$ cat src/design/spdf_ram.sv
`timescale 1ns / 1ps
// ----------------------------------------------------------------------------
// spdf_ram
// Generic simple dual-port RAM: one write port, one read port with
// registered read data that holds while no read is enabled.
// ----------------------------------------------------------------------------
module spdf_ram #(
    parameter int WIDTH = 8,
    parameter int DEPTH = 256
) (
    input  logic                                     i_clk,
    input  logic                                     i_we,
    input  logic [((DEPTH > 1) ? $clog2(DEPTH) : 1)-1:0] i_waddr,
    input  logic [WIDTH-1:0]                         i_wdata,
    input  logic                                     i_re,
    input  logic [((DEPTH > 1) ? $clog2(DEPTH) : 1)-1:0] i_raddr,
    output logic [WIDTH-1:0]                         o_rdata
);

    logic [WIDTH-1:0] r_mem [DEPTH];
    logic [WIDTH-1:0] r_rdata;

    always_ff @(posedge i_clk) begin
        if (i_we) begin
            r_mem[i_waddr] <= i_wdata;
        end
        if (i_re) begin
            r_rdata <= r_mem[i_raddr];
        end
    end

    assign o_rdata = r_rdata;

endmodule

$ cat config.mk
export PLATFORM = sky130hd
export DESIGN_NAME = spdf_ram
export DESIGN_NICKNAME = d
export VERILOG_FILES = /design/src/design/spdf_ram.sv
export SDC_FILE = /design/constraint.sdc
export NUM_CORES = 2
export LEC_CHECK = 0
export BUFFER_PORTS_ARGS = -buffer_cell sky130_fd_sc_hd__buf_2
export CAP_MARGIN = 25
export CORE_ASPECT_RATIO = 0.8
export CORE_UTILIZATION = 50
export CTS_CLUSTER_SIZE = 8
export DETAILED_ROUTE_END_ITERATION = 8
export PLACE_DENSITY_LB_ADDON = 0.25
export SYNTH_ARGS = -nofsm -noshare
export SYNTH_HDL_FRONTEND = slang
export SYNTH_SLANG_ARGS = --single-unit
export TNS_END_PERCENT = 100
$ cat constraint.sdc
create_clock -name i_clk -period 2.5 [get_ports i_clk]
set_clock_uncertainty 0.05 [all_clocks]
set_input_delay 0.125 -clock i_clk [delete_from_list [all_inputs] [get_ports i_clk]]
set_output_delay 0.125 -clock i_clk [all_outputs]
set_load 0.05 [all_outputs]
After elaboration in Yosys (flattened, before gate mapping)
Memory sizes are Yosys's and may differ from the RTL's. A register that Yosys moved wholly into a read port is not among the register bits. Index checks and enable logic that the tools add are counted. Widths: inputs -> output; s select.

Mux-type cells: 2.

Operators with widths (count): $mux 1 (2).

Register bits: 0. Memory bits (writable): 2048. Input bits: 27. Logic and storage cells: 3. Memories kept: 1.

Memories: r_mem (words 256, bits a word 8, read ports 1, clocked after memory_dff 1, write ports 1, RTL line 20) `logic [WIDTH-1:0] r_mem [DEPTH];`.

Longest topological paths before layout
Depth after elaboration: 2. Mapped depth: 11.

Worst setup path after synthesis
No wires, ideal clock.

Path type: input to register. Start: in i_raddr[0] (netlist name). End: reg r_rdata[2] (netlist: o_rdata[2]) (read register of r_mem), data pin. Arrival time: 1932 ps. Data required time: 2181 ps. Slack: 249 ps. Cell stages on the path: 9. Buffers on the path: 4. Cells stage by stage: buf_6 buf_12 buf_8 buf_2 mux4_2 a22oi_1 a21oi_1 nor4_1 nor4_2.

RTL lines: start, declared (RTL line 16) `input logic [((DEPTH > 1) ? $clog2(DEPTH) : 1)-1:0] i_raddr,`; end, declared (RTL line 21) `logic [WIDTH-1:0] r_rdata;`.

==> results.md <==
- Status: finished clean
- Post-synth EDFFs: 2,056
- Actual slew at the worst max-slew pin: 0.899 ns
- Psw: 15.8 mW
- WS Path Type: reg2reg
- Top routing layer in use: met5
- Crit path launch type: flop
- Gp weighted congestion: 0.886
- Design area: 95,500 µm²
- Clock Latency Late Sink: 0.92 ns
- Fin crit share: 98.7%
- Initial Util: 50.5%
- P_int: 61.5 mW
- Clock root buffer master: clkbuf_16
- Reg2Reg Depth: 6
- #FFs+latches synth: 2,056
- Mapped Nets: 3,760
- Slew margin rel.: 40.1%
- WL met3: 22.2 mm
- Clock power frac: 45.4%
- Setup violators final: 0
- Clk buf depth: 4
- Most used flip-flop cell after synthesis: edfxtp_1
- Layout cell share with drive strength beyond 1: 33.4%
- First-pass GRT wire length: 295 mm
- HP Start: i_raddr[4]
- Max-cap violations: 0
- Final ANT Viol Nets: 0
- Synth-to-layout area growth: 19.9%
- H-tree depth: 5
- Synth top area share: 77.5%
- Setup slack after placement: -0.757 ns
- Final net count: 4,551
- Worst Hold Class: in2reg
- Full die area: 161,000 µm²
- PD cells: 810 nW/µm²
- Clock slew at reported path FFs: 0.05 ns
- Register area share after synthesis: 77.5%
- DP Wirelength: 129 mm
- TritonCTS buffer count: 307
- # DRC: 0
- Max FO, Critical Path: 1
- Min-Delay Endpoint: o_rdata[6]
- Antenna violations before repair: 15
- Ys async rst share: 0%
- Arrival time worst endpoint: 3.06 ns
- Final Hold Viols: 0
- Gr ovfl total: 0
- Gate power share: 5.3%
- Ys Warns: 0
- Top cells by area, synth: edfxtp_1 78%, mux4_2 13%, mux2i_1 1.7%
- Cells after Synth: 3,733
- Max Clk Rate: 405 MHz
- DRT met1 WL: 83.8 mm
- CTS tree: built
- Switch share: 20.5%
- # Post-CTS Setup Buffers: 0
- R2R Path Start: r_mem[9][6]
- Max Transition Viols Final: 0
- Synth area leader: edfxtp_1
- Final Util: 60.6%
- Worst hold stages: 5
- Post-Layout Cell Count: 6,655
- GRT Overall Usage: 25.8%
- Initial DRT Pass Iterations: 6
- Flop2flop setup slack: 0.03 ns
- Routed wl met2: 94.5 mm
- Sink Count: 2,056
- WL per Instance: 31.0 µm
- Routed wire length: 206 mm
- Worst VDD drop: 0.567 mV
- Number of cell rows: 130
- Avg Inst Size Synth: 21.3 µm²
- Period minus WS final: 2.47 ns
- Iteration-0 DRC Markers: 5,271
- Synth unique cells: 54
- Worst reg2reg endpoint: o_rdata[6]
- Dpl cells: 6,307
- Vias per inst: 6.23
- Mapped cell area: 79,600 µm²
- Worst Setup End Kind: flop
- Largest net degree at the start of global routing: 93
- Placed cell area: 87,200 µm²
- Core Box Area: 158,000 µm²
- Final Worst Setup Slack: 0.0323 ns
- Leak: 31.2 nW
- Vias in the first global route: 41,800
- I/O Buffers: 34
- RSZ-0062 raised after global routing: yes
- Boundary pin count: 35
- Die H: 359 µm
- Routed via count: 41,500
- CP required: 3.09 ns
- Share of power burned in registers: 49.3%
- Chip Width: 448 µm
==> cells by family (layout without fill, tap and decap cells) <==
group	Yosys count	in the layout	synth area share, %
other cells	0	8	0
mux	591	591	14.6
buf+inv	235	1037	1.83
compound gates	385	385	3.42
simple gates	466	466	2.63
flops	2056	2056	77.5
==> cell usage in the layout, fill, tap and decap left out, drive strengths merged, types with 5 or more instances in the layout <==
cell         Yosys  routed
a211oi          16      16
buf            122     695
clkbuf         111     313
mux4           456     456
nor3            22      22
edfxtp        2056    2056
and2             6       6
mux2i          134     134
o221ai          47      47
nand3           34      34
o22a             5       5
a22o             8       8
a22oi          133     133
nand4           10      10
nand2b           8       8
nor2b           31      31
o32ai            5       5
nand2           33      33
o211ai          10      10
nor2           282     282
o22ai           28      28
dlygate4sd3      0      20
a21oi           96      96
diode            0       8
o21ai           12      12
nor4            27      27
a2111oi          5       5
a221oi          14      14
==> flip-flops by register name, indices dropped and copies added (netlist names) <==
| signal | cells |
|---|---|
| o_rdata | 8 |
| r_mem | 2048 |
==> power by group through the flow <==
stage	sequential (mW)	combinational, mW	clock [mW]
after floorplan	38.8	1.85	0
after global placement	38.8	3.95	0
after detailed placement	38.8	4.00	0
after CTS	38.2	4.06	35.6
after global routing	38.1	4.28	36.9
final	38.2	4.09	35.1
==> layout make-up <==
type,count,area [µm²]
inverters,2,7.51
multi-input cells,1442,16700
fillers,10900,62100
flip-flops and latches,2056,61700
diodes,8,20.0
well taps,2112,2640
clock inverters,7,71.3
repair buffers,715,6500
clock buffers,313,7830
==> metal layers <==
metal  vias to the layer above  global-route usage [%]
met5                         -                   0.569
met4                         8                    8.65
met3                       355                    7.97
met2                      2298                    37.8
met1                     21600                    36.9
li1                      17200                       -
==> cell usage after synthesis, types with 3 or more instances <==
| cell | instances |
|---|---|
| nor2b_1 | 31 |
| nor4_1 | 24 |
| buf_6 | 21 |
| nand2b_1 | 8 |
| or2_2 | 4 |
| nor2_1 | 282 |
| and2_1 | 6 |
| o221ai_1 | 46 |
| buf_12 | 8 |
| nand3_1 | 34 |
| buf_1 | 22 |
| o32ai_1 | 4 |
| nor3_1 | 22 |
| buf_4 | 27 |
| o211ai_1 | 10 |
| buf_2 | 31 |
| nor4_2 | 3 |
| o21ai_0 | 10 |
| a211oi_1 | 16 |
| a22o_1 | 8 |
| mux2i_1 | 134 |
| a221oi_1 | 13 |
| nand4_1 | 10 |
| clkbuf_1 | 111 |
| edfxtp_1 | 2056 |
| a22oi_1 | 133 |
| buf_8 | 13 |
| o22a_1 | 5 |
| a21oi_1 | 96 |
| nand2_1 | 33 |
| o22ai_1 | 28 |
| mux4_2 | 454 |
==> metrics by stage <==
| step | total power, mW | TNS (ns) | hold WS [ns] |
|---|---|---|---|
| global placement | 42.7 | -4.42 | 0.508 |
| detailed placement | 42.8 | -4.43 | 0.510 |
| global route | 79.3 | -0.0659 | 0.0725 |
| floorplan | 40.7 | 0 | 0.174 |
| finish | 77.4 | 0 | 0.0837 |
| CTS | 77.8 | 0 | 0.0551 |
==> worst max-delay path, cell delays in order, from the launching register on <==
cell and delay, ns:
edfxtp_1 0.41, mux4_2 0.48, mux2_2 0.27, a211oi_1 0.45
a21oi_1 0.12, a22oi_2 0.35, nor4_2 0.06
==> timing repair <==
action,in CTS,in global routing
hold buffers,20,0
setup endpoints to repair,7,8
gates resized for setup,16,11
hold endpoints to repair,2284,0
pin swaps,3,3
==> worst max path at each step <==
stage / cells after the start / slack [ns] / end / startpoint
3_3_place_gp: 10 / -0.74 / o_rdata[1] / i_raddr[0]
4_1_cts: 7 / 0.003 / o_rdata[1] / r_mem[76][1]
3_5_place_dp: 10 / -0.76 / o_rdata[1] / i_raddr[0]
2_1_floorplan: 9 / 0.25 / o_rdata[2] / i_raddr[0]
5_1_grt: 8 / -0.04 / o_rdata[1] / r_mem[135][1]
6_report: 6 / 0.03 / o_rdata[6] / r_mem[9][6]
(Power assumes the default switching activity.)
