## src/design/spdf_pkg.sv

```systemverilog
`timescale 1ns / 1ps
// ----------------------------------------------------------------------------
// spdf_pkg
// Types and constants shared by the serial data-flash read responder.
// ----------------------------------------------------------------------------
package spdf_pkg;

    localparam logic [1:0] MODE_XFER   = 2'd0;
    localparam logic [1:0] MODE_DESEL  = 2'd1;
    localparam logic [1:0] MODE_LOAD   = 2'd2;

    localparam logic [7:0] OP_STATUS_OLD = 8'h57;
    localparam logic [7:0] OP_STATUS     = 8'hD7;
    localparam logic [7:0] STATUS_VALUE  = 8'h9C;
    localparam logic [7:0] IDLE_BYTE     = 8'hFF;
    localparam logic [2:0] DUMMY_COUNT   = 3'd4;

    localparam int PAGE_FIELD_W = 11;
    localparam int OFFSET_W     = 9;
    localparam int ADDR_WORD_W  = 24;

    typedef enum logic [2:0] {
        PH_CMD    = 3'd0,
        PH_ADDR   = 3'd1,
        PH_STATUS = 3'd2,
        PH_DUMMY  = 3'd3,
        PH_STREAM = 3'd4
    } t_phase;

    typedef struct packed {
        logic       valid;
        logic       use_mem;
        logic [7:0] data;
    } t_xfer_res;

endpackage

```

## src/design/spdf_addr.sv

```systemverilog
`timescale 1ns / 1ps
// ----------------------------------------------------------------------------
// spdf_addr
// Address pipeline: split page and offset, clamp offset, reduce page
// modulo the page count in two steps, multiply by page size, add offset.
// ----------------------------------------------------------------------------
module spdf_addr
    import spdf_pkg::*;
#(
    parameter int PAGE_SIZE = 264,
    parameter int NUM_PAGES = 2048
) (
    input  logic                   i_clk,
    input  logic                   i_rst_n,
    input  logic                   i_go,
    input  logic [ADDR_WORD_W-1:0] i_addr_word,
    output logic                   o_done,
    output logic [((PAGE_SIZE * NUM_PAGES > 1) ? $clog2(PAGE_SIZE * NUM_PAGES) : 1)-1:0] o_ptr
);

    localparam int FLASH_BYTES = PAGE_SIZE * NUM_PAGES;
    localparam int AW = (FLASH_BYTES > 1) ? $clog2(FLASH_BYTES) : 1;
    localparam logic [OFFSET_W:0] PS_CMP = (OFFSET_W + 1)'(PAGE_SIZE);
    localparam logic [OFFSET_W-1:0] OFF_MAX = OFFSET_W'(PAGE_SIZE - 1);

    function automatic logic [PAGE_FIELD_W-1:0] f_reduce(
        input logic [PAGE_FIELD_W-1:0] p,
        input int                      hi,
        input int                      lo
    );
        logic [PAGE_FIELD_W-1:0]   v;
        logic [2*PAGE_FIELD_W-1:0] sh;
        v = p;
        for (int k = PAGE_FIELD_W - 1; k >= 0; k--) begin
            sh = (2 * PAGE_FIELD_W)'(NUM_PAGES) << k;
            if (k <= hi && k >= lo && sh < (2 * PAGE_FIELD_W)'(1 << PAGE_FIELD_W)
                    && {{PAGE_FIELD_W{1'b0}}, v} >= sh) begin
                v = v - sh[PAGE_FIELD_W-1:0];
            end
        end
        return v;
    endfunction

    logic                    r_a_v, r_b_v, r_c_v, r_d_v;
    logic [PAGE_FIELD_W-1:0] r_a_page, r_b_page, r_c_page;
    logic [OFFSET_W-1:0]     r_a_off, r_b_off, r_c_off, r_d_off;
    logic [AW-1:0]           r_d_prod;
    logic [OFFSET_W-1:0]     in_off;
    logic [20:0]             prod_w;
    logic [20:0]             sum_w;

    assign in_off = i_addr_word[OFFSET_W-1:0];
    assign prod_w = 21'(r_c_page) * 21'(PAGE_SIZE);
    assign sum_w  = 21'(r_d_prod) + 21'(r_d_off);

    always_ff @(posedge i_clk) begin
        if (!i_rst_n) begin
            r_a_v <= 1'b0;
            r_b_v <= 1'b0;
            r_c_v <= 1'b0;
            r_d_v <= 1'b0;
        end else begin
            r_a_v <= i_go;
            r_b_v <= r_a_v;
            r_c_v <= r_b_v;
            r_d_v <= r_c_v;
        end
    end

    always_ff @(posedge i_clk) begin
        r_a_page <= i_addr_word[OFFSET_W+PAGE_FIELD_W-1:OFFSET_W];
        r_a_off  <= ({1'b0, in_off} >= PS_CMP) ? OFF_MAX : in_off;
        r_b_page <= f_reduce(r_a_page, PAGE_FIELD_W - 1, 6);
        r_b_off  <= r_a_off;
        r_c_page <= f_reduce(r_b_page, 5, 0);
        r_c_off  <= r_b_off;
        r_d_prod <= prod_w[AW-1:0];
        r_d_off  <= r_c_off;
    end

    assign o_done = r_d_v;
    assign o_ptr  = sum_w[AW-1:0];

endmodule

```

## config.mk

```make
export PLATFORM = sky130hd
export DESIGN_NAME = spdf_addr
export DESIGN_NICKNAME = d
export VERILOG_FILES = /design/src/design/spdf_pkg.sv /design/src/design/spdf_addr.sv
export SDC_FILE = /design/constraint.sdc
export NUM_CORES = 1
export LEC_CHECK = 0
export BUFFER_PORTS_ARGS = -buffer_cell sky130_fd_sc_hd__buf_2
export CAP_MARGIN = 0
export CORE_MARGIN = 10
export CORE_UTILIZATION = 54
export DETAILED_ROUTE_END_ITERATION = 8
export GPL_TIMING_DRIVEN = 1
export PLACE_DENSITY = 0.77
export SYNTH_ARGS = -nofsm -noshare
export SYNTH_HDL_FRONTEND = slang
export SYNTH_SLANG_ARGS = --single-unit
```

## constraint.sdc

```tcl
create_clock -name i_clk -period 3.14 [get_ports i_clk]
set_input_delay 0.157 -clock i_clk [delete_from_list [all_inputs] [get_ports i_clk]]
set_output_delay 0.157 -clock i_clk [all_outputs]
set_load 0.02 [all_outputs]
```

Word-level counts from Yosys, hierarchy flattened:

Index checks and enable logic that the tools add are counted.

* bits of input ports: 27
* register bits after elaboration: 90
* output and inout port bits: 21

* multipliers: 1
* order comparisons: 1
* $add $sub $neg: 1

Operator list (count)
* $add 20x9->20: 1
* $mul 11x6->17 const B: 1
* $ge 9x9->1 const B: 1

Longest topological paths before layout:

Gate-level depths: netlist (run 1).

* word-level depth: 1
* gate-level depth with buffers: 8

Worst setup path after synthesis (run 1):

Ideal clock, no wire load.

* path kind: register to register
* start: register r_c_page[7]
* end: register r_d_prod[18]
* stages on the path, launching flop included: 9
* buffers on the path: 0
* arrival time: 2.238 ns
* library setup time: 0.122 ns
* setup slack: 0.780 ns
* clock period less this slack: 2.360 ns
* cells stage by stage: dfxtp_1 -> ha_1 -> ha_1 -> ha_1 -> fa_1 -> a21o_1 -> a31oi_1 -> nor4b_1 -> a311o_1

* longest elaborated chain between the ends: 1

Ends and longest elaborated chain
* start: declaration: line spdf_addr.sv:45 `logic [PAGE_FIELD_W-1:0] r_a_page, r_b_page, r_c_page;`
* start signal: assignment: line spdf_addr.sv:75 `r_c_page <= f_reduce(r_b_page, 5, 0);`
* $mul 11x6->17: line spdf_addr.sv:53 `assign prod_w = 21'(r_c_page) * 21'(PAGE_SIZE);`
* via prod_w[18]: line spdf_addr.sv:49 `logic [20:0] prod_w;`
* end signal: assignment: line spdf_addr.sv:77 `r_d_prod <= prod_w[AW-1:0];`
* end: declaration: line spdf_addr.sv:47 `logic [AW-1:0] r_d_prod;`

The timed path passes the listed nets, and every way through them passes these cells.
A chain may end at the register's enable or synchronous reset.

Worst setup path after layout (run 1):

Same ends and word-level chain as after synthesis.

==> qor.yml, run 1 <==
power_and_ir_drop:
  ir_worst_vdd_mv: 0.416
  cellPowerDensity_nw_per_um2: 676
  power.leakage_nw: 1.53
logic_synthesis:
  yosys-top-cells-count: "dfxtp_1, ha_1, xnor2_1, nand3_1"
  synth_edf_count: 0
  synthArstFlopShare: 0
  yosys.area.top_type: "dfxtp_1"
  synth-main-ff-cell: "dfxtp_1"
  synth_fp_nets: 273
  avgSynthCellArea_um2: 12.9
  ys_seq_area_frac: 0.636
  yosys.area.top_type_share: 0.636
  syn-cell-area_um2: 2830
  ys_ff_latch: 90
  postSynthCellCount: 220
  ys_types: 36
  synth.area.top_cells: "dfxtp_1, ha_1, xnor2_1"
  synth_most_common_cell: "dfxtp_1"
  ys_warn_count: 0
run_status:
  outcome: "completed"
setup_path:
  r2r_cells: 8
  reg2reg_to: "r_d_prod[18]$_DFF_P_"
  path_class: "reg -> reg"
  crit_fanout: 3
  critical_path_required_ps: 3390
  arrival_ps: 2800
  r2r_setup_slack_ps: 590
  crit_start: "r_c_page[7]$_DFF_P_"
  r2r-start: "r_c_page[7]$_DFF_P_"
  worstSetupStartpointType: "register"
  end_kind: "register"
min_path:
  hold_path_class: "in -> reg"
  holdPathStages: 2
  hold_end: "r_c_v$_SDFF_PN0_"
  min_from: "i_rst_n"
placed_design:
  dp_hpwl_mm: 3.10
  io_buffer_count: 43
  gp_congestion: 0.867
  placed_area_um2: 3090
routing:
  wl_per_cell_um: 11.7
  drc: 0
  routed_wl_mm: 4.19
  drtIter0Drc: 79
  vias_per_cell: 4.53
  firstDrtPassIters: 4
  ant_nets: 0
  num_vias: 1627
timing:
  slew_headroom: 0.747
  rsz0062_at_grt: "false"
  setup_viol: 0
  worst_slew_pin_slew_ps: 375
  clock_skew_ps: 5.16
  fmax_mhz: 392
  finalCriticalPeriod_ps: 2550
  tns_ps: 0
  finalHoldViolCount: 0
  finalCritPeriodShare: 0.813
  drv_slew: 0
die:
  std_cell_rows: 26
  io_pins: 48
  fp.dieW_um: 92.4
  core_um2: 5110
  die_y_um: 92.4
  initial_core_util: 0.555
  die-area_um2: 8540
cts:
  cts_max_level: 3
  cts_setup_buffers: 0
  cts_tree: "built"
  cts-root-buf: "clkbuf_8"
  cts.sinks: 90
  cts.path.max_buffers: 2
  cts_buffers: 9
  post_cts_resized: 0
  clk_pin_slew_worst_paths_ps: 90
  insertion_delay_ps: 350
  cts-hold-fix-buffers: 16
final_layout:
  drive_gt1_frac: 0.215
  nNetsFinal: 337
  fillers: 387
  register_area_um2: 1800
  area_delta_synth_final_pct: 21.9
  multi_input_area_um2: 981
  antennaDiodeCount: 0
  stdcell_area_um2: 3450
grt:
  grt_pass1_wl_mm: 7.23
  antenna_found_initial: 0
  grt_max_degree: 20
  grt_pass1_vias: 1634
  grt.overflow.total: 0
  grt_usage: 0.107
run:
  maxCapViolCount: 0
## worst max-delay path, stage by stage, from the launching register on
cell and delay (ps):
dfxtp_1 340, ha_1 290, ha_1 290, ha_1 220, fa_1 420, a21o_1 230, a31oi_1 240, nor4b_1 100
a311o_1 320
## where the power goes
part / internal, W / switching [W]
clock: 0.000319 / 0.000439
sequential: 0.00122 / 0.0000375
combinational: 0.000142 / 0.000175
total: 0.00168 / 0.000652
## area by class of cell
cell class | instances | share of cell area
clock inverters | 7 | 0.0221
well taps | 70 | 0.0254
flip-flops and latches | 90 | 0.522
multi-input cells | 122 | 0.284
inverters | 2 | 0.00217
clock buffers | 9 | 0.0359
repair buffers | 59 | 0.109
## state kept, by name, indices dropped and copies added, names as in the netlist
| signal | flops |
|---|---|
| r_c_v | 1 |
| o_done | 1 |
| r_a_page | 11 |
| r_c_off | 9 |
| r_b_page | 11 |
| r_b_v | 1 |
| r_a_v | 1 |
| r_c_page | 11 |
| r_a_off | 9 |
| r_d_off | 9 |
| r_d_prod | 17 |
| r_b_off | 9 |
## layer usage
layer	global-route usage	up-vias	wire length, um
li1	-	888	-
met1	0.121	693	1940
met2	0.165	36	1870
met3	0.0412	10	276
met4	0.0694	0	98
met5	0	-	0
## stage by stage
step	setup slack [ps]	total power (W)	hold WS, ps	std cells	utilization
after floorplan	780	0.00150	185	220	-
after global placement	659	0.00158	260	327	0.606
after detailed placement	649	0.00159	261	327	0.606
after CTS	593	0.00237	12.0	359	0.676
after global routing	532	0.00246	21.9	359	0.676
final	589	0.00233	29.7	359	0.676
## logic make-up after synthesis
family | count (synthesis) | synth area share
AND/OR/NAND/NOR | 49 | 0.0950
AO/OA/AOI/OAI | 26 | 0.0658
XOR/XNOR | 20 | 0.0618
buffers and inverters | 8 | 0.0177
multiplexers | 1 | 0.00353
adder cells (fa/ha/maj) | 26 | 0.120
flip-flops | 90 | 0.636
## cells in the final DEF (no fill, tap or decap), types with 2 or more instances in the layout
cell type,n
and3_1,3
inv_8,3
dlygate4sd3_1,16
buf_2,43
nand2_1,7
clkbuf_8,9
nor3b_1,3
and2_1,5
inv_6,3
a311o_1,2
inv_1,2
nor2_1,7
nand3_1,9
xor2_1,4
nand2b_1,4
nor2b_1,6
a21oi_1,7
o2111ai_1,3
o21ai_0,5
xnor2_1,16
ha_1,24
fa_1,2
o211ai_1,2
dfxtp_1,90
## worst max-delay path by stage
stage                           end  slack (ps)  cells past startpoint
2_1_floorplan  r_d_prod[18]$_DFF_P_         780                      8
3_3_place_gp   r_d_prod[18]$_DFF_P_         660                      8
3_5_place_dp   r_d_prod[18]$_DFF_P_         650                      8
4_1_cts        r_d_prod[18]$_DFF_P_         590                      8
5_1_grt        r_d_prod[16]$_DFF_P_         530                      8
6_report       r_d_prod[18]$_DFF_P_         590                      8
Power figures use the tool's default switching activity.
==> inputs of run 2 (changes only) <==
==> constraint.sdc (replaced) <==
create_clock -name i_clk -period 2.5 [get_ports i_clk]
set_input_delay 0.125 -clock i_clk [delete_from_list [all_inputs] [get_ports i_clk]]
set_output_delay 0.125 -clock i_clk [all_outputs]
set_load 0.02 [all_outputs]
==> run 2 against run 1 <==
  * Sequential power grew 26%
  * Global-route usage increased by 0.52 points
  * Largest cell class unchanged
  * Cell count up 1.1%
  * Clock-buffer cell count increased by 1
  * Core utilization increased by 0.42 points
  * Critical path type unchanged
  * Critical path depth unchanged
  * Wire length is 4.8% higher
  * Combinational power is 28% higher
  * Fmax is 7.0% higher
==> qor.yml, run 2 (synthesis gave the netlist of run 1 again) <==
routing:
  num_vias: 1694
  ant_nets: 0
  routed_wl_mm: 4.39
  drc: 0
  firstDrtPassIters: 4
  drtIter0Drc: 71
  wl_per_cell_um: 12.1
  vias_per_cell: 4.67
power_and_ir_drop:
  cellPowerDensity_nw_per_um2: 824
  power.leakage_nw: 1.53
  ir_worst_vdd_mv: 0.489
setup_path:
  path_class: "reg -> reg"
  crit_slowest_cell: "a311o_1"
  crit_fanout: 3
  critPathMaxStageDelay_ps: 370
  cp_num_buf_inv: 0
  arrival_ps: 2650
  end_kind: "register"
  crit_chain: "ha_1 > ha_1 > ha_2 > fa_2 > a21o_1 > a311o_1 > a21oi_2 > xnor2_1"
  critical_path_required_ps: 2770
  worstSetupStartpointType: "register"
  cp_common_cell: "ha_1"
  r2r_setup_slack_ps: 120
  crit_family: "adder cells"
grt:
  met3_usage: 0.0412
  grtUsageMet2: 0.179
  busiest_layer: "met2"
  use_met1: 0.123
  antenna_found_initial: 0
  grt_usage: 0.112
  grt_pass1_wl_mm: 7.53
  grt.overflow.total: 0
  grt_max_degree: 17
  grt_pass1_vias: 1663
die:
  fp.dieW_um: 92.4
  core_um2: 5110
  std_cell_rows: 26
  die-area_um2: 8540
  initial_core_util: 0.555
  die_y_um: 92.4
  io_pins: 48
timing:
  finalCritPeriodShare: 0.953
  setup_ws_ps: 117
  worst_slew_pin_slew_ps: 376
  finalCriticalPeriod_ps: 2380
  finalHoldViolCount: 0
  slew_headroom: 0.750
  clock_skew_ps: 4.85
  setup_viol: 0
  fmax_mhz: 420
  rsz0062_at_grt: "false"
  drv_slew: 0
run:
  maxCapViolCount: 0
final_layout:
  antennaDiodeCount: 0
  area_delta_synth_final_pct: 22.7
  regMostFlops: "r_d_prod"
  nNetsFinal: 341
  drive_gt1_frac: 0.222
  stdcell_area_um2: 3470
  largest_register_ffs: 17
  final_common_cell: "dfxtp_1"
  mostFrequentLayoutCells: "dfxtp_1, buf_2, ha_1"
  layout.cells.non_filler: 363
placed_design:
  place_inst: 328
  pre_cts_ws_ps: -7.88
  placed_area_um2: 3100
  io_buffer_count: 43
  gp_congestion: 0.863
  dp_hpwl_mm: 3.24
cts:
  cts.sinks: 90
  insertion_delay_ps: 340
  cts_max_level: 3
  cts_tree: "built"
  clk_pin_slew_worst_paths_ps: 90
  cts_buffers: 9
  cts-root-buf: "clkbuf_8"
  cts.path.max_buffers: 2
min_path:
  hold_path_class: "in -> reg"
run_status:
  outcome: "completed"
## run 2: changes by cell type in the layout (fill, tap and decap cells not counted), sizes merged
cell / change
clkinvlp: +1
buf: +1
inv: -3
clkbuf: +1
dlygate4sd3: +3
clkinv: +1
## run 2: layer usage
layer / share of wire / vias to the layer above
li1: - / 891
met5: 0 / -
met1: 0.46 / 760
met2: 0.46 / 36
met3: 0.060 / 7
met4: 0.022 / 0
## run 2: path summary, 6_finish.rpt
check / from / endpoint / cells past startpoint
worst min-delay path: i_addr_word[7] / r_a_off[7]$_SDFF_PP0_ / 2
worst max-delay path: r_c_page[7]$_DFF_P_ / r_d_prod[16]$_DFF_P_ / 8
worst max register to register: r_c_page[7]$_DFF_P_ / r_d_prod[16]$_DFF_P_ / 8
worst min register to register: r_b_page[2]$_DFF_P_ / r_c_page[2]$_DFF_P_ / 0
## run 2: layout make-up
cell class                 instances  area (um^2)
sequential                        90         1800
fill                             367         1630
multi-input combinational        122          986
timing repair buffer              63          413
clock buffer                      10          128
tap                               70         87.6
clock inverter                     6         50.0
inverter                           2         7.51
## run 2: power by group
part	total, W	switching (W)	internal (W)
clock network	0.000872	0.000497	0.000375
logic	0.000406	0.000222	0.000184
registers	0.00159	0.0000503	0.00154
## run 2: through the flow
| step | TNS, ps | utilization | total power [W] | hold slack (ps) |
|---|---|---|---|---|
| 6_report | 0 | 0.680 | 0.00286 | 14.3 |
| 3_5_place_dp | -7.88 | 0.607 | 0.00200 | 229 |
| 2_1_floorplan | 0 | - | 0.00189 | 153 |
| 5_1_grt | 0 | 0.680 | 0.00301 | 6.76 |
| 3_3_place_gp | 0 | 0.607 | 0.00199 | 227 |
| 4_1_cts | 0 | 0.680 | 0.00290 | 4.54 |
## run 2: what timing repair did
action	in CTS	in global routing
setup buffers	0	0
hold buffers	19	0
hold endpoints to repair	21	0
resized for setup	1	2
pin swaps	1	1
endpoints found under the setup margin	2	2
==> inputs of run 3 (changes only) <==
--- a/config.mk
+++ b/config.mk
@@ -9,9 +9,10 @@
 export CAP_MARGIN = 0
 export CORE_MARGIN = 10
 export CORE_UTILIZATION = 54
+export CTS_CLUSTER_DIAMETER = 120
 export DETAILED_ROUTE_END_ITERATION = 8
 export GPL_TIMING_DRIVEN = 1
-export PLACE_DENSITY = 0.77
+export PLACE_DENSITY = 0.88
 export SYNTH_ARGS = -nofsm -noshare
 export SYNTH_HDL_FRONTEND = slang
 export SYNTH_SLANG_ARGS = --single-unit
==> run 3 against run 2 <==
  * Combinational power up 2%
  * Non-clock buffer count up 2
  * Core utilization up 0.93 points
  * Sequential power about the same
==> qor.yml, run 3 (synthesis gave the netlist of run 1 again) <==
setup_path:
  crit_fanout: 3
  r2r_cells: 8
  path_class: "reg -> reg"
  worstSetupStartpointType: "register"
  arrival_ps: 2650
  end_kind: "register"
  critical_path_required_ps: 2730
timing:
  slew_headroom: 0.766
  fmax_mhz: 414
  finalCriticalPeriod_ps: 2410
  finalHoldViolCount: 0
  setup_ws_ps: 86.0
  setup_viol: 0
  drv_slew: 0
  worst_slew_pin_slew_ps: 351
  finalCritPeriodShare: 0.966
  clock_skew_ps: 5.63
  rsz0062_at_grt: "false"
  tns_ps: 0
routing:
  num_vias: 1675
  ant_nets: 0
  drtIter0Drc: 65
  vias_per_cell: 4.59
  firstDrtPassIters: 4
  drc: 0
  routed_wl_mm: 4.59
  wl_per_cell_um: 12.6
final_layout:
  antennaDiodeCount: 0
  mostFrequentLayoutCells: "dfxtp_1, buf_2, ha_1"
  stdcell_area_um2: 3520
  final_common_cell: "dfxtp_1"
  fillers: 380
  regMostFlops: "r_d_prod"
  area_delta_synth_final_pct: 24.3
  largest_register_ffs: 17
  drive_gt1_frac: 0.217
  nNetsFinal: 343
  fin_util: 0.690
cts:
  insertion_delay_ps: 340
  cts_tree: "built"
  cts.path.max_buffers: 2
  cts_max_level: 3
  clk_pin_slew_worst_paths_ps: 90
  cts-root-buf: "clkbuf_8"
  cts_setup_buffers: 0
  cts.sinks: 90
  cts_buffers: 9
placed_design:
  dp_hpwl_mm: 3.18
  pre_cts_ws_ps: 1.72
  gp_congestion: 0.881
  placed_area_um2: 3090
  io_buffer_count: 43
grt:
  grt_usage: 0.112
  antenna_found_initial: 0
  grt_pass1_vias: 1716
  grt_max_degree: 17
  grt_pass1_wl_mm: 7.54
  grt.overflow.total: 0
power_and_ir_drop:
  ir_worst_vdd_mv: 0.660
  cellPowerDensity_nw_per_um2: 841
  power_w: 0.00296
  power.leakage_nw: 1.55
die:
  core_um2: 5110
  initial_core_util: 0.555
  io_pins: 48
  die_y_um: 92.4
  die-area_um2: 8540
  fp.dieW_um: 92.4
  std_cell_rows: 26
run_status:
  outcome: "completed"
min_path:
  holdPathStages: 2
  hold_path_class: "in -> reg"
run:
  maxCapViolCount: 0
run 3: path summary, 6_finish.rpt:
kind | from | to | slack [ps]
setup / recovery | r_c_page[7]$_DFF_P_ | r_d_prod[18]$_DFF_P_ | 90
hold / removal | i_addr_word[4] | r_a_off[4]$_SDFF_PP0_ | 40
setup reg to reg | r_c_page[7]$_DFF_P_ | r_d_prod[18]$_DFF_P_ | 90
hold reg to reg | r_a_page[4]$_DFF_P_ | r_b_page[4]$_DFF_P_ | 330
run 3: layout make-up:
class	count	area, um^2	area share
Clock buffer	9	124	0.0352
Clock inverter	7	76.3	0.0217
Inverter	2	7.51	0.00213
Multi-Input combinational cell	122	990	0.281
Sequential cell	90	1800	0.512
Tap cell	70	87.6	0.0249
Timing Repair Buffer	65	435	0.124
run 3: critical path: stages (launching register included):
cell and delay, ps:
dfxtp_1 330, ha_1 300, ha_1 300, ha_1 240
fa_2 360, a21o_1 230, a31oi_2 160, nor4b_1 80
a311o_1 320
run 3: report_power, final:
part | switching, W | leakage, nW | internal [W]
Combinational | 0.000227 | 0.696 | 0.000186
Sequential | 0.0000495 | 0.755 | 0.00153
Clock | 0.000497 | 0.0962 | 0.000468
run 3: per-stage QoR:
stage,hold slack (ps),cells
floorplan,153,220
global placement,228,327
detailed placement,229,327
CTS,17.2,365
global route,42.6,365
finish,38.9,365
run 3: routing by layer:
layer  vias up  share of wire  track usage
met5         -              0            0
met2        34           0.49        0.190
met1       741           0.43        0.115
met3         5          0.066       0.0460
met4         0          0.014       0.0643
li1        895              -            -
run 3: repair_timing:
action,CTS,global route
endpoints found under the hold margin,23,0
resized for setup,1,1
hold buffers,22,0
pin swaps,1,1
endpoints found under the setup margin,2,2
