===== config.mk =====
export PLATFORM = sky130hd
export DESIGN_NAME = spdf_seq
export DESIGN_NICKNAME = d
export VERILOG_FILES = /design/src/design/spdf_pkg.sv /design/src/design/spdf_seq.sv
export SDC_FILE = /design/constraint.sdc
export NUM_CORES = 1
export LEC_CHECK = 0
export BUFFER_PORTS_ARGS = -buffer_cell sky130_fd_sc_hd__buf_2
export CAP_MARGIN = 20
export CELL_PAD_IN_SITES_DETAIL_PLACEMENT = 0
export CELL_PAD_IN_SITES_GLOBAL_PLACEMENT = 2
export CORE_MARGIN = 1
export CORE_UTILIZATION = 27
export CTS_BUF_LIST = sky130_fd_sc_hd__clkbuf_2
export CTS_CLUSTER_DIAMETER = 30
export CTS_CLUSTER_SIZE = 28
export DETAILED_ROUTE_END_ITERATION = 10
export PLACE_DENSITY = 0.87
export SKIP_CTS_REPAIR_TIMING = 1
export SLEW_MARGIN = 20
export SYNTH_ARGS = -nofsm -noshare
export SYNTH_HDL_FRONTEND = slang
export SYNTH_SLANG_ARGS = --single-unit

===== constraint.sdc =====
create_clock -name i_clk -period 1.6 [get_ports i_clk]
set_input_delay 0.24 -clock i_clk [delete_from_list [all_inputs] [get_ports i_clk]]
set_output_delay 0.24 -clock i_clk [all_outputs]
set_load 0.01 [all_outputs]

===== src/design/spdf_pkg.sv =====
`timescale 1ns / 1ps
// ----------------------------------------------------------------------------
// spdf_pkg
// Types and constants shared by the serial data-flash read responder.
// ----------------------------------------------------------------------------
package spdf_pkg;

    localparam logic [1:0] MODE_XFER   = 2'd0;
    localparam logic [1:0] MODE_DESEL  = 2'd1;
    localparam logic [1:0] MODE_LOAD   = 2'd2;

    localparam logic [7:0] OP_STATUS_OLD = 8'h57;
    localparam logic [7:0] OP_STATUS     = 8'hD7;
    localparam logic [7:0] STATUS_VALUE  = 8'h9C;
    localparam logic [7:0] IDLE_BYTE     = 8'hFF;
    localparam logic [2:0] DUMMY_COUNT   = 3'd4;

    localparam int PAGE_FIELD_W = 11;
    localparam int OFFSET_W     = 9;
    localparam int ADDR_WORD_W  = 24;

    typedef enum logic [2:0] {
        PH_CMD    = 3'd0,
        PH_ADDR   = 3'd1,
        PH_STATUS = 3'd2,
        PH_DUMMY  = 3'd3,
        PH_STREAM = 3'd4
    } t_phase;

    typedef struct packed {
        logic       valid;
        logic       use_mem;
        logic [7:0] data;
    } t_xfer_res;

endpackage


===== src/design/spdf_seq.sv =====
`timescale 1ns / 1ps
// ----------------------------------------------------------------------------
// spdf_seq
// Command sequencer: phase machine, address byte capture, dummy count,
// image flag and stream read pointer.
// ----------------------------------------------------------------------------
module spdf_seq
    import spdf_pkg::*;
#(
    parameter int PAGE_SIZE = 264,
    parameter int NUM_PAGES = 2048
) (
    input  logic                   i_clk,
    input  logic                   i_rst_n,
    input  logic                   i_acc,
    input  logic [1:0]             i_mode,
    input  logic [7:0]             i_mosi_byte,
    input  logic                   i_calc_done,
    input  logic [((PAGE_SIZE * NUM_PAGES > 1) ? $clog2(PAGE_SIZE * NUM_PAGES) : 1)-1:0] i_calc_ptr,
    output t_xfer_res              o_res,
    output logic [((PAGE_SIZE * NUM_PAGES > 1) ? $clog2(PAGE_SIZE * NUM_PAGES) : 1)-1:0] o_rd_addr,
    output logic                   o_calc_go,
    output logic [ADDR_WORD_W-1:0] o_calc_addr
);

    localparam int FLASH_BYTES = PAGE_SIZE * NUM_PAGES;
    localparam int AW = (FLASH_BYTES > 1) ? $clog2(FLASH_BYTES) : 1;
    localparam logic [AW-1:0] PTR_LAST = AW'(FLASH_BYTES - 1);

    t_phase        r_phase, n_phase;
    logic [7:0]    r_addr_b0, n_addr_b0;
    logic [7:0]    r_addr_b1, n_addr_b1;
    logic [1:0]    r_addr_cnt, n_addr_cnt;
    logic [2:0]    r_dummy, n_dummy;
    logic          r_img, n_img;
    logic [AW-1:0] r_ptr, n_ptr;
    logic          xfer;
    logic [AW-1:0] ptr_inc;

    assign xfer    = i_acc && (i_mode == MODE_XFER) && r_img;
    assign ptr_inc = (r_ptr == PTR_LAST) ? '0 : r_ptr + 1'b1;

    always_comb begin
        n_phase = r_phase;
        if (i_acc && i_mode == MODE_DESEL) begin
            n_phase = PH_CMD;
        end else if (xfer) begin
            case (r_phase)
                PH_CMD: begin
                    n_phase = (i_mosi_byte inside {OP_STATUS, OP_STATUS_OLD})
                            ? PH_STATUS : PH_ADDR;
                end
                PH_ADDR: begin
                    if (r_addr_cnt[1]) n_phase = PH_DUMMY;
                end
                PH_DUMMY: begin
                    if (r_dummy == '0) n_phase = PH_STREAM;
                end
                default: ;
            endcase
        end
    end

    always_comb begin
        n_addr_b0  = r_addr_b0;
        n_addr_b1  = r_addr_b1;
        n_addr_cnt = r_addr_cnt;
        n_dummy    = r_dummy;
        n_img      = r_img;
        n_ptr      = r_ptr;
        o_calc_go  = 1'b0;
        o_res      = '{valid: i_acc && (i_mode == MODE_XFER), use_mem: 1'b0,
                       data: IDLE_BYTE};
        if (i_acc && i_mode == MODE_DESEL) n_addr_cnt = '0;
        if (i_acc && i_mode == MODE_LOAD)  n_img = 1'b1;
        if (xfer) begin
            case (r_phase)
                PH_CMD: n_addr_cnt = '0;
                PH_ADDR: begin
                    if (!r_addr_cnt[1]) begin
                        if (r_addr_cnt[0]) n_addr_b1 = i_mosi_byte;
                        else               n_addr_b0 = i_mosi_byte;
                        n_addr_cnt = r_addr_cnt + 1'b1;
                    end else begin
                        o_calc_go  = 1'b1;
                        n_addr_cnt = '0;
                        n_dummy    = DUMMY_COUNT;
                    end
                end
                PH_STATUS: o_res.data = STATUS_VALUE;
                PH_DUMMY: begin
                    if (r_dummy != '0) begin
                        n_dummy = r_dummy - 1'b1;
                    end else begin
                        o_res.use_mem = 1'b1;
                        n_ptr = ptr_inc;
                    end
                end
                default: begin
                    o_res.use_mem = 1'b1;
                    n_ptr = ptr_inc;
                end
            endcase
        end
        if (i_calc_done) n_ptr = i_calc_ptr;
    end

    always_ff @(posedge i_clk) begin
        if (!i_rst_n) begin
            r_phase    <= PH_CMD;
            r_addr_b0  <= '0;
            r_addr_b1  <= '0;
            r_addr_cnt <= '0;
            r_dummy    <= '0;
            r_img      <= 1'b0;
            r_ptr      <= '0;
        end else begin
            r_phase    <= n_phase;
            r_addr_b0  <= n_addr_b0;
            r_addr_b1  <= n_addr_b1;
            r_addr_cnt <= n_addr_cnt;
            r_dummy    <= n_dummy;
            r_img      <= n_img;
            r_ptr      <= n_ptr;
        end
    end

    assign o_rd_addr   = r_ptr;
    assign o_calc_addr = {r_addr_b0, r_addr_b1, i_mosi_byte};

endmodule

# Word-level counts from Yosys, hierarchy flattened
# Index checks and enable logic that the tools add are counted.
# word_totals
out_inout_bits,55
register_bits,45
wordCells,68
inputBits,34
# op_classes
eq_ne,13
add_sub_neg,3
reduce_logical,19
bitwise,3
n_mux,23
# op_table
operator,n
$mux W20,4
$pmux W20 S2,1
$add A20 B1 Y20 const B,1
$eq A20 B20 Y1 const B,1
$reduce_and A4 Y1,4
$mux W3,4
$mux W9,1
$pmux W3 S3,1
$eq A8 B7 Y1 const B,1
$eq A8 B8 Y1 const B,1
$mux W2,4
$mux W7,1
$eq A3 B2 Y1 const B,2
$logic_not A3 Y1,2
$ne A2 B2 Y1 const B,3
$pmux W3 S2,1
$reduce_bool A2 Y1,3
$reduce_bool A3 Y1,2
$logic_and A1 B1 Y1,4
$mux W1,4
$pmux W2 S2,1
$eq A3 B1 Y1 const B,1
$ne A3 B3 Y1 const B,1
$not A1 Y1,3
10 further kinds,10

# Logic depth before layout (Yosys ltp)
# Gate-level depths: netlist (run 1).
# depth
ltp_word,6
mapped_depth,8
ltp_nobuf,8

# Worst setup path after synthesis (run 1)
# OpenSTA, ideal clock, no wires.
# synth_path
path_type,register to register
from,"reg r_ptr[0], in the netlist o_rd_addr[0]"
to,"reg r_ptr[13], in the netlist o_rd_addr[13]"
required_time_ns,1.485
setup_ns,0.115
t_arrival_ns,1.641
path_buffers,1
path_stages_with_launch,8
period_less_slack_ns,1.755
setup_slack_ns,-0.155
cell_sequence,dfxtp_1 -> ha_1 -> and4_1 -> and4_1 -> buf_4 -> a22oi_1 -> o211a_1 -> o21a_1
# synth_via
elab_chain_len,6
elab_cells_between_ends,7
cone_classes,add/sub (1); eq/ne (1); mux (5)
# synth_rtl
item,line,source
"start, declared",spdf_seq.sv:36,"logic [AW-1:0] r_ptr, n_ptr;"
"start signal, assigned",spdf_seq.sv:124,r_ptr <= n_ptr;
$add A20 B1 Y20 / $eq A20 B20 Y1 (equally long branches),spdf_seq.sv:41,assign ptr_inc = (r_ptr == PTR_LAST) ? '0 : r_ptr + 1'b1;
$mux W20 (*),spdf_seq.sv:41,
$mux W20,spdf_seq.sv:92,if (r_dummy != '0) begin
$pmux W20 S2 (*),spdf_seq.sv:77,case (r_phase)
$mux W20 (*),spdf_seq.sv:76,if (xfer) begin
$mux W20 (*),spdf_seq.sv:105,if (i_calc_done) n_ptr = i_calc_ptr;
# Every way passes the cells marked *; elsewhere a longest branch is shown, timed or not. The select of a mux whose other input is x is not followed.
# A chain may end at the register's enable or synchronous reset.

==> results of run 1 <==
[layer usage]
layer  track usage  up-vias  routed length (um)
met3        0.0237        8                 214
met5             0        -                   0
met1         0.189     1293                3670
met2         0.258       58                4240
li1              -     1361                   -
met4        0.0412        0                  68
[logic make-up (layout without fill, tap and decap cells)]
kind of cell | count (synthesis) | in the layout
flops | 45 | 45
mux | 19 | 19
buf+inv | 40 | 180
xor+xnor | 5 | 5
compound gates | 80 | 80
other cells | 1 | 4
simple gates | 110 | 110
fa+ha+maj | 3 | 3
[power groups by stage]
stage               Combinational [mW]  Sequential [mW]  Clock [mW]
detailed placement               0.365             1.21           0
global route                     0.422             1.20       0.915
global placement                 0.362             1.21           0
finish                           0.385             1.19       0.846
floorplan                        0.163             1.24           0
CTS                              0.367             1.19       0.875
[synth_stat cells, types with 2 or more instances]
| library cell | instances |
|---|---|
| dfxtp_1 | 45 |
| o2bb2ai_1 | 2 |
| or3_1 | 4 |
| nand2_1 | 26 |
| nand4b_1 | 3 |
| o21ai_1 | 4 |
| a21boi_1 | 3 |
| nand3b_1 | 3 |
| buf_2 | 2 |
| nor3_1 | 7 |
| and3b_1 | 2 |
| nor3b_1 | 2 |
| nor2b_1 | 21 |
| and4_1 | 4 |
| nand4_1 | 3 |
| a31oi_1 | 7 |
| buf_4 | 17 |
| o211a_1 | 3 |
| a21boi_0 | 2 |
| nor2_1 | 10 |
| a211oi_1 | 2 |
| nand2b_1 | 4 |
| nor3_2 | 4 |
| mux2i_1 | 18 |
| nand3_1 | 5 |
| inv_1 | 8 |
| a21oi_1 | 20 |
| o21a_1 | 6 |
| o21ai_0 | 17 |
| ha_1 | 3 |
| clkbuf_1 | 11 |
| and3_1 | 2 |
| o22ai_1 | 3 |
| xor2_1 | 3 |
| xnor2_1 | 2 |
[per-stage QoR]
| stage | util | hold slack, ps | total power, mW |
|---|---|---|---|
| 5_1_grt | 0.430 | 27.4 | 2.54 |
| 6_report | 0.430 | 50.9 | 2.42 |
| 2_1_floorplan | - | 377 | 1.40 |
| 3_5_place_dp | 0.378 | 491 | 1.58 |
| 3_3_place_gp | 0.378 | 472 | 1.57 |
| 4_1_cts | 0.388 | 25.7 | 2.43 |
[final cells by class]
cell class,instances,area share
Inverter,9,0.00847
Multi-Input combinational cell,221,0.430
Clock inverter,3,0.0173
Clock buffer,5,0.00628
Sequential cell,45,0.233
Timing Repair Buffer,163,0.264
Tap cell,129,0.0405
[worst paths after layout]
path              depth (start not counted)           from  slack (ps)             to
setup / recovery                          7     r_dummy[1]        -360       o_res[8]
hold / removal                            2  i_calc_ptr[0]          50   o_rd_addr[0]
setup reg to reg                          6   o_rd_addr[0]        -210  o_rd_addr[16]
hold reg to reg                           2     r_dummy[1]         500     r_dummy[1]
[sequential cells by signal, summed over array words and instances, names as in the netlist]
| name | flops |
|---|---|
| o_rd_addr | 20 |
| r_addr_b0 | 8 |
| r_addr_b1 | 8 |
| r_dummy | 3 |
| r_phase | 3 |
| r_addr_cnt | 2 |
| r_img | 1 |
[worst reg2reg max path: stages, from the launching register on]
cell       delay, ps
dfxtp_4          430
ha_4             120
and4_4           240
nand2_4           60
or4_4            580
nor3_2           200
o2bb2ai_1        140
==> out/qor.csv, run 1 <==
metric,value,unit
min-delay worst type,input pin to flip-flop,
Gate Count Post-Synth,303,
pre-CTS WS,-222,ps
vias,2720,
sequential share of power,0.492,
library cells used by synthesis,60,
design area,3990,sq um
Critical Path Sink Type,output pin,
Synth Area in XOR/XNOR,0.0168,
CP max stage cell,dfxtp_2,
CP Class,flip-flop to output pin,
Clock Power Share,0.349,
Ys Warns,0,
status,"complete, but fails checks",
CP Data Required Time,1360,ps
P_leak,1.78,nW
drt total wl,8.19,mm
nets,482,
synth top area cells,"dfxtp_1 (35%), mux2i_1 (6.9%), nor2b_1 (5.0%)",
Die Y-Extent,100,um
largest net degree at the start of global routing,25,
Final min period,1960,ps
Setup TNS,-2650,ps
PD cells,608,nW/um^2
adder-cell share of the synthesized area,0.0144,
site row count,35,
switching share of total power,0.266,
Post-synth EDFFs,0,
total CTS buffers,5,
failing checks,negative setup slack,
grt ovf,0,
Initial Utilization,0.281,
Final Setup Violations,25,
storage element area,930,sq um
Final Hold Viols,0,
WP buf/inv,4,
CTS sink cnt,45,
vias per cell,4.73,
aggregate global-route resource usage,0.148,
Post-DRT Antenna Nets,0,
arrival time worst endpoint,1720,ps
Finished Layout Cells,575,
clock skew,26.4,ps
CP peak stage delay,400,ps
Top delay family on crit path,flip-flops,
Max Slew Vio Count,0,
Setup WS post-layout,-358,ps
post-synthesis sequential area ratio,0.345,
GPL Wtd Cong,0.840,
Placeable Area,9280,sq um
Main synth FF type,dfxtp_1,
CP startpoint kind,flip-flop,
internal power,1.78,mW
Layout area overhead,52.8,%
CTS clock-pin slew for the worst setup and hold paths,260,ps
vias in the first global route,2501,
count of state elements after synthesis,45,
RSZ-0062 raised after global routing,true,
Clock Tree Root,clkbuf_2,
Synth area leader,dfxtp_1,
critical-path cell list,"inv_2, ha_4, and4b_4, o21ai_4, inv_2, buf_6, buf_6",
clock latency on the worst-skew pair,420,ps
fin crit share,1.22,
Max Fanout on Critical Path,5,
initial antenna violation count,0,
die width,100,um
CTS Buffer Depth,2,
DRC,0,
max-cap viol count,0,
syn_area_per_cell,8.61,sq um
First-pass DRT Iterations,6,
combinational family with the most area after synthesis,simple AND/OR/NAND/NOR gates,
H-tree depth,2,
Peak VDD IR,0.000296,V
share of the synthesized area in the top cell type,0.345,
multiplexer share of the synthesized area,0.0733,
placed cell areas,3510,sq um
Synth Area in Compound Gates,0.201,
io pins,89,
diode count,0,
Die Area,10100,sq um
sw power,646,uW
CTS tree,built,
Post-DP HPWL,5.85,mm
drt first-iter violations,50,
port bufs,84,
first-pass GRT wire length,11.9,mm
"commonest non-fill, non-tap cell in the layout",buf_2,
share of cells above drive strength 1,0.520,
Post-synth ARST share,0,
Post-Synth Simple-Gate Area,0.262,
placed cells,550,
fmax,0.511,GHz
Fillers,966,
combinational share of power,0.159,
synthesized area,2610,sq um
most frequent cells in the layout,"buf_2 (83), buf_4 (70), dfxtp_1 (30)",
multi-input logic area,1720,sq um
post-detailed-route wirelength per cell,14.2,um
Power figures use the tool's default switching activity.
==> inputs of run 2 (changes only) <==
==> constraint.sdc (replaced) <==
create_clock -name i_clk -period 1.6 [get_ports i_clk]
set_input_delay 0.08 -clock i_clk [delete_from_list [all_inputs] [get_ports i_clk]]
set_output_delay 0.08 -clock i_clk [all_outputs]
set_load 0.01 [all_outputs]
==> out/qor.csv, run 2 (synthesis results as in run 1) <==
metric,value,unit,change
status,"complete, but fails checks",,
failing checks,"negative hold slack, negative setup slack",,
vias per cell,4.71,,-0.38%
Final min period,1820,ps,-136 ps
combinational share of power,0.197,,+0.038
switching share of total power,0.302,,+0.0352
Worst-Margin Slew,504,ps,
io pins,89,,unchanged
CTS Buffer Depth,2,,unchanged
CP max stage cell,or4_4,,
aggregate global-route resource usage,0.149,,+0.000333
fin crit share,1.14,,-0.0849
Top delay family on crit path,simple AND/OR/NAND/NOR gates,,
sw power,651,uW,+0.84%
vias in the first global route,2566,,+2.6%
Initial Utilization,0.281,,unchanged
CTS tree,built,,
CTS sink cnt,45,,unchanged
placed cell areas,3510,sq um,unchanged
min-delay worst type,input pin to flip-flop,,
Setup WS post-layout,-222,ps,+136 ps
RSZ-0062 raised after global routing,true,,
Placeable Area,9280,sq um,unchanged
first-pass GRT wire length,12.0,mm,+1.3%
post-detailed-route wirelength per cell,13.3,um,-6.4%
arrival time worst endpoint,2190,ps,+470 ps
Post-DP HPWL,5.75,mm,-1.7%
total CTS buffers,5,,unchanged
nets,498,,+3.3%
drt total wl,7.87,mm,-3.8%
DRC,0,,unchanged
CP Data Required Time,1960,ps,+600 ps
initial antenna violation count,0,,unchanged
site row count,35,,unchanged
Max Slew Vio Count,0,,unchanged
fmax,0.549,GHz,+7.5%
Peak VDD IR,0.000324,V,+9.3%
WP buf/inv,1,,-3
Max Fanout on Critical Path,4,,-1
storage element area,935,sq um,+0.54%
most frequent cells in the layout,"buf_2 (82), buf_4 (63), dlygate4sd3_1 (26), dfxtp_1 (26), nand2_1 (22)",,
port bufs,84,,unchanged
Final Hold Viols,1,,+1
hold wc startpoint,i_calc_ptr[3],,
drt first-iter violations,81,,+62%
Finished Layout Cells,591,,+2.8%
highest metal used,met4,,
tightest hold margin,-7.36,ps,-58.2 ps
design area,4090,sq um,+2.6%
placed cells,550,,unchanged
met2 wire length,3.97,mm,-6.3%
share of cells above drive strength 1,0.487,,-0.0332
Layout area overhead,56.8,%,
Setup crit start,r_dummy[1],,
Clock Tree Root,clkbuf_2,,
First-pass DRT Iterations,4,,-2
Final Setup Violations,24,,-4.0%
Critical Path Sink Type,flip-flop,,
Met1 Routed Length,3.57,mm,-2.6%
H-tree depth,2,,unchanged
die width,100,um,unchanged
P_leak,1.81,nW,+1.7%
max-cap viol count,0,,unchanged
"commonest non-fill, non-tap cell in the layout",buf_2,,
Die Area,10100,sq um,unchanged
vias,2785,,+2.4%
internal power,1.51,mW,-15%
Clock Power Share,0.250,,-0.099
Slew HR,0.664,,
GPL Wtd Cong,0.812,,-3.3%
Setup TNS,-1930,ps,+724 ps
PD cells,528,nW/um^2,-13%
Fillers,938,,-2.9%
Critical R2R Launch,r_dummy[1],,
multi-input logic area,1680,sq um,-2.1%
sequential share of power,0.553,,+0.061
clock latency on the worst-skew pair,440,ps,+20 ps
largest net degree at the start of global routing,28,,+12%
CP startpoint kind,flip-flop,,
grt ovf,0,,unchanged
Die Y-Extent,100,um,unchanged
clock skew,54.1,ps,+27.6 ps
CP peak stage delay,580,ps,+180 ps
CTS clock-pin slew for the worst setup and hold paths,250,ps,about the same
Post-DRT Antenna Nets,0,,unchanged
max FFs per register,20,,unchanged
routed wl met3,250,um,+17%
critical-path cell list,"inv_2, ha_4, and4b_4, o21ai_4, or4_4, nor3_2, o2bb2ai_1",,
diode count,0,,unchanged
CP Class,flip-flop to flip-flop,,
[run 2: cell types whose count changed in the layout (fill, tap and decap cells not counted), sizes merged]
cell and delta:
inv +1, clkinv +1, buf -10, dlygate4sd3 +26, bufinv -2
[run 2: through the flow]
step | power [mW] | setup slack [ps] | utilization | hold WS [ps]
2_1_floorplan | 1.40 | -108 | - | 206
3_3_place_gp | 1.57 | -107 | 0.378 | 336
6_report | 2.16 | -222 | 0.441 | -7.36
5_1_grt | 2.28 | -301 | 0.441 | 3.47
4_1_cts | 2.13 | -280 | 0.383 | -137
3_5_place_dp | 1.58 | -173 | 0.378 | 331
[run 2: cell type report]
cell class	count	area share
Inverter	9	0.00826
Sequential cell	45	0.228
Tap cell	129	0.0394
Clock buffer	5	0.00612
Clock inverter	3	0.00581
Multi-Input combinational cell	221	0.410
Timing Repair Buffer	179	0.302
[run 2: power by group through the flow]
stage               clock network [mW]  registers [mW]  logic [mW]
CTS                              0.567            1.19       0.367
global route                     0.616            1.20       0.465
global placement                     0            1.21       0.362
floorplan                            0            1.24       0.163
finish                           0.540            1.19       0.425
detailed placement                   0            1.21       0.365
[run 2: routing by layer]
metal / global-route usage / vias up
met5: 0 / -
met4: 0.0424 / 0
met3: 0.0258 / 8
met2: 0.257 / 59
met1: 0.189 / 1318
li1: - / 1400
[run 2: worst reg2reg max path, delay by kind of cell, from the launching register on]
kind,cells,cell delay (ps)
buffers and inverters,1,70
DFF,1,380
adders and majority gates,1,140
and+or+nand+nor,3,960
AOI/OAI and AO/OA,2,220
[run 2: path summary, 6_finish.rpt]
path                                 endpoint  cells past startpoint  slack, ps
worst max register to register  o_rd_addr[16]                      7       -220
worst min register to register     r_dummy[1]                      2        500
worst max-delay path            o_rd_addr[16]                      7       -220
worst min-delay path             o_rd_addr[3]                      3         -7
==> inputs of run 3 (changes only) <==
--- a/config.mk
+++ b/config.mk
@@ -5,17 +5,19 @@
 export SDC_FILE = /design/constraint.sdc
 export NUM_CORES = 1
 export LEC_CHECK = 0
+export ABC_AREA = 1
 export BUFFER_PORTS_ARGS = -buffer_cell sky130_fd_sc_hd__buf_2
 export CAP_MARGIN = 20
 export CELL_PAD_IN_SITES_DETAIL_PLACEMENT = 0
 export CELL_PAD_IN_SITES_GLOBAL_PLACEMENT = 2
 export CORE_MARGIN = 1
-export CORE_UTILIZATION = 27
+export CORE_UTILIZATION = 25
 export CTS_BUF_LIST = sky130_fd_sc_hd__clkbuf_2
 export CTS_CLUSTER_DIAMETER = 30
 export CTS_CLUSTER_SIZE = 28
 export DETAILED_ROUTE_END_ITERATION = 10
-export PLACE_DENSITY = 0.87
+export GPL_TIMING_DRIVEN = 0
+export PLACE_DENSITY = 0.85
 export SKIP_CTS_REPAIR_TIMING = 1
 export SLEW_MARGIN = 20
 export SYNTH_ARGS = -nofsm -noshare
==> out/qor.csv, run 3 <==
metric,value,unit,change
status,"complete, but fails checks",,
failing checks,negative hold slack,,
Post-synth top cells,"nand2_1 (95), nor2_1 (59), inv_1 (46), dfxtp_1 (45), a21oi_1 (33)",,
PD cells,536,nW/um^2,+1.5%
Clock Power Share,0.255,,+0.005
multiplexer share of the synthesized area,0,,-0.0733
GRT met2 Usage,0.232,,-0.0250
CP startpoint kind,flip-flop,,
combinational share of power,0.205,,+0.008
clock latency on the worst-skew pair,440,ps,about the same
share of cells above drive strength 1,0.390,,-0.0972
max-cap viol count,0,,unchanged
library cells used by synthesis,39,,-35%
Gate Count Post-Synth,431,,+42%
Post-synth EDFFs,0,,unchanged
CP peak stage delay,430,ps,-150 ps
Placeable Area,11400,sq um,+23%
met3 GRT Util,0.0235,,-0.00225
H-tree depth,2,,unchanged
P_leak,2.00,nW,+10%
aggregate global-route resource usage,0.147,,-0.00162
clock skew,23.0,ps,-31.0 ps
first-pass GRT wire length,13.7,mm,+14%
sequential share of power,0.540,,-0.013
busiest grt layer,met2,,
final core occ,0.370,,-0.0709
largest net degree at the start of global routing,18,,-36%
Worst-Margin Slew,702,ps,+198 ps
Final min period,1590,ps,-230 ps
adder-cell share of the synthesized area,0.0128,,-0.00154
CTS Buffer Depth,2,,unchanged
Post-Synth Simple-Gate Area,0.369,,+0.107
"commonest non-fill, non-tap cell in the layout",nand2_1,,
critical path endpoint,o_res[8],,
drt total wl,8.95,mm,+14%
Main synth FF type,dfxtp_1,,
design area,4220,sq um,+3.2%
vias per cell,4.39,,-6.9%
R2R Path End,o_rd_addr[6],,
Synth Area in Compound Gates,0.155,,-0.0459
Final Hold Viols,4,,+3
total CTS buffers,5,,unchanged
Final Setup Violations,0,,-100%
sw power,746,uW,+15%
port bufs,83,,-1.2%
diode count,0,,unchanged
io pins,89,,unchanged
Peak VDD IR,0.000339,V,+4.8%
Initial Utilization,0.256,,-0.0252
initial antenna violation count,0,,unchanged
RSZ-0062 raised after global routing,true,,
Die Area,12100,sq um,+21%
grt ovf,0,,unchanged
Max Slew Vio Count,0,,unchanged
CTS clock-pin slew for the worst setup and hold paths,270,ps,+20 ps
Post-DRT Antenna Nets,0,,unchanged
Post-DP HPWL,6.64,mm,+15%
max FFs per register,20,,unchanged
CP Data Required Time,1520,ps,-440 ps
most frequent cells in the layout,"nand2_1 (90), buf_2 (80), nor2_1 (54)",,
nets,608,,+22%
"setup slack, reg-to-reg",100,ps,+320 ps
synthesized area,2920,sq um,+12%
count of state elements after synthesis,45,,unchanged
Die Y-Extent,110,um,+9.8%
critical-path cell list,"buf_4, nor2_4, nand2_4, nand2_4, nor2_8, buf_6",,
syn_area_per_cell,6.78,sq um,-21%
top-count cell post-synth,nand2_1,,
CP Class,flip-flop to output pin,,
tightest hold margin,-42.2,ps,-34.8 ps
Critical Path Sink Type,output pin,,
CTS tree,built,,
synth top area cells,"dfxtp_1 (31%), nand2_1 (12%), nor2_1 (7.6%)",,
met1 usage,0.207,,+0.0171
vias,3136,,+13%
post-detailed-route wirelength per cell,12.5,um,-6.1%
min-delay worst type,input pin to flip-flop,,
Synth area leader,dfxtp_1,,
Critical R2R Launch,r_dummy[1],,
reg2reg path depth,11,,+4
GPL Wtd Cong,0.879,,+8.3%
fmax,0.628,GHz,+14%
CTS sink cnt,45,,unchanged
Max Fanout on Critical Path,5,,+1
site row count,39,,+11%
arrival time worst endpoint,1510,ps,-680 ps
post-synthesis sequential area ratio,0.308,,-0.0369
Ys Warns,0,,unchanged
First-pass DRT Iterations,4,,unchanged
Slew HR,0.532,,-0.132
placed cell areas,3530,sq um,+0.50%
Layout area overhead,44.5,%,
Synth Area in XOR/XNOR,0.0120,,-0.00479
Setup crit start,r_phase[2],,
Clock Tree Root,clkbuf_2,,
CP max stage cell,dfxtp_4,,
vias in the first global route,2700,,+5.2%
fin crit share,0.995,,-0.144
internal power,1.52,mW,+0.46%
DRC,0,,unchanged
Post-synth ARST share,0,,unchanged
most frequent CP cell,nand2_4,,
drt first-iter violations,105,,+30%
combinational family with the most area after synthesis,simple AND/OR/NAND/NOR gates,,
switching share of total power,0.330,,+0.0285
share of the synthesized area in the top cell type,0.308,,-0.0369
die width,110,um,+9.8%
## run 3: changes by cell type after synthesis, moves of 13 or more
cell     before  now
nor2_1       10   59
inv_1         8   46
nand2_1      26   95
a21oi_1      20   33
mux2i_1      18    0
nor2_2        0   14
nor2b_1      21    0
## run 3: stage by stage
| step | std cells | hold slack, ps | TNS (ps) | setup slack (ps) | power (mW) |
|---|---|---|---|---|---|
| after CTS | 668 | -198 | -3780 | -266 | 2.21 |
| after global placement | 660 | 349 | -2140 | -180 | 1.61 |
| after global routing | 715 | 6.91 | -516 | -118 | 2.40 |
| after detailed placement | 660 | 351 | -2400 | -196 | 1.61 |
| final | 715 | -42.2 | 0 | 8.16 | 2.26 |
| after floorplan | 434 | 233 | 0 | 94.4 | 1.45 |
## run 3: worst min-delay path by stage
stage,start,endpoint,slack [ps],depth (start not counted)
after floorplan,i_mosi_byte[0],r_addr_b0[0],230,2
after global placement,i_rst_n,r_addr_b0[5],350,3
after detailed placement,i_rst_n,r_addr_b0[5],350,3
after CTS,i_rst_n,r_addr_b1[3],-200,3
after global routing,i_calc_ptr[0],o_rd_addr[0],7,4
final,i_calc_ptr[11],o_rd_addr[11],-40,5
## run 3: kinds of logic after synthesis
kind of cell    after synthesis
fa+ha+maj                     3
compound gates               77
other cells                   1
simple gates                220
buf+inv                      81
xor+xnor                      4
flops                        45
## run 3: layout make-up
class	count	area (sq um)
flip-flops and latches	45	938
clock inverters	3	26.3
multi-input cells	308	1760
fillers	1279	7200
plain buffers	26	205
well taps	143	179
repair buffers	130	873
clock buffers	5	25.0
inverters	55	218
## run 3: per-layer routing
metal | wire [um] | vias to the layer above
met5 | 0 | -
met4 | 127 | 0
met3 | 372 | 9
met2 | 4100 | 61
met1 | 4340 | 1425
li1 | - | 1641
## run 3: power groups by stage
| stage | Combinational, mW | Clock [mW] | Sequential, mW |
|---|---|---|---|
| 5_1_grt | 0.521 | 0.651 | 1.23 |
| 3_3_place_gp | 0.370 | 0 | 1.24 |
| 4_1_cts | 0.372 | 0.613 | 1.22 |
| 3_5_place_dp | 0.371 | 0 | 1.24 |
| 6_report | 0.464 | 0.577 | 1.22 |
| 2_1_floorplan | 0.211 | 0 | 1.24 |
## run 3: critical path: cells and delay by family, from the launching register on
family / cells / cell delay (ps)
and+or+nand+nor: 4 / 370
buffers and inverters: 2 / 270
DFF: 1 / 430
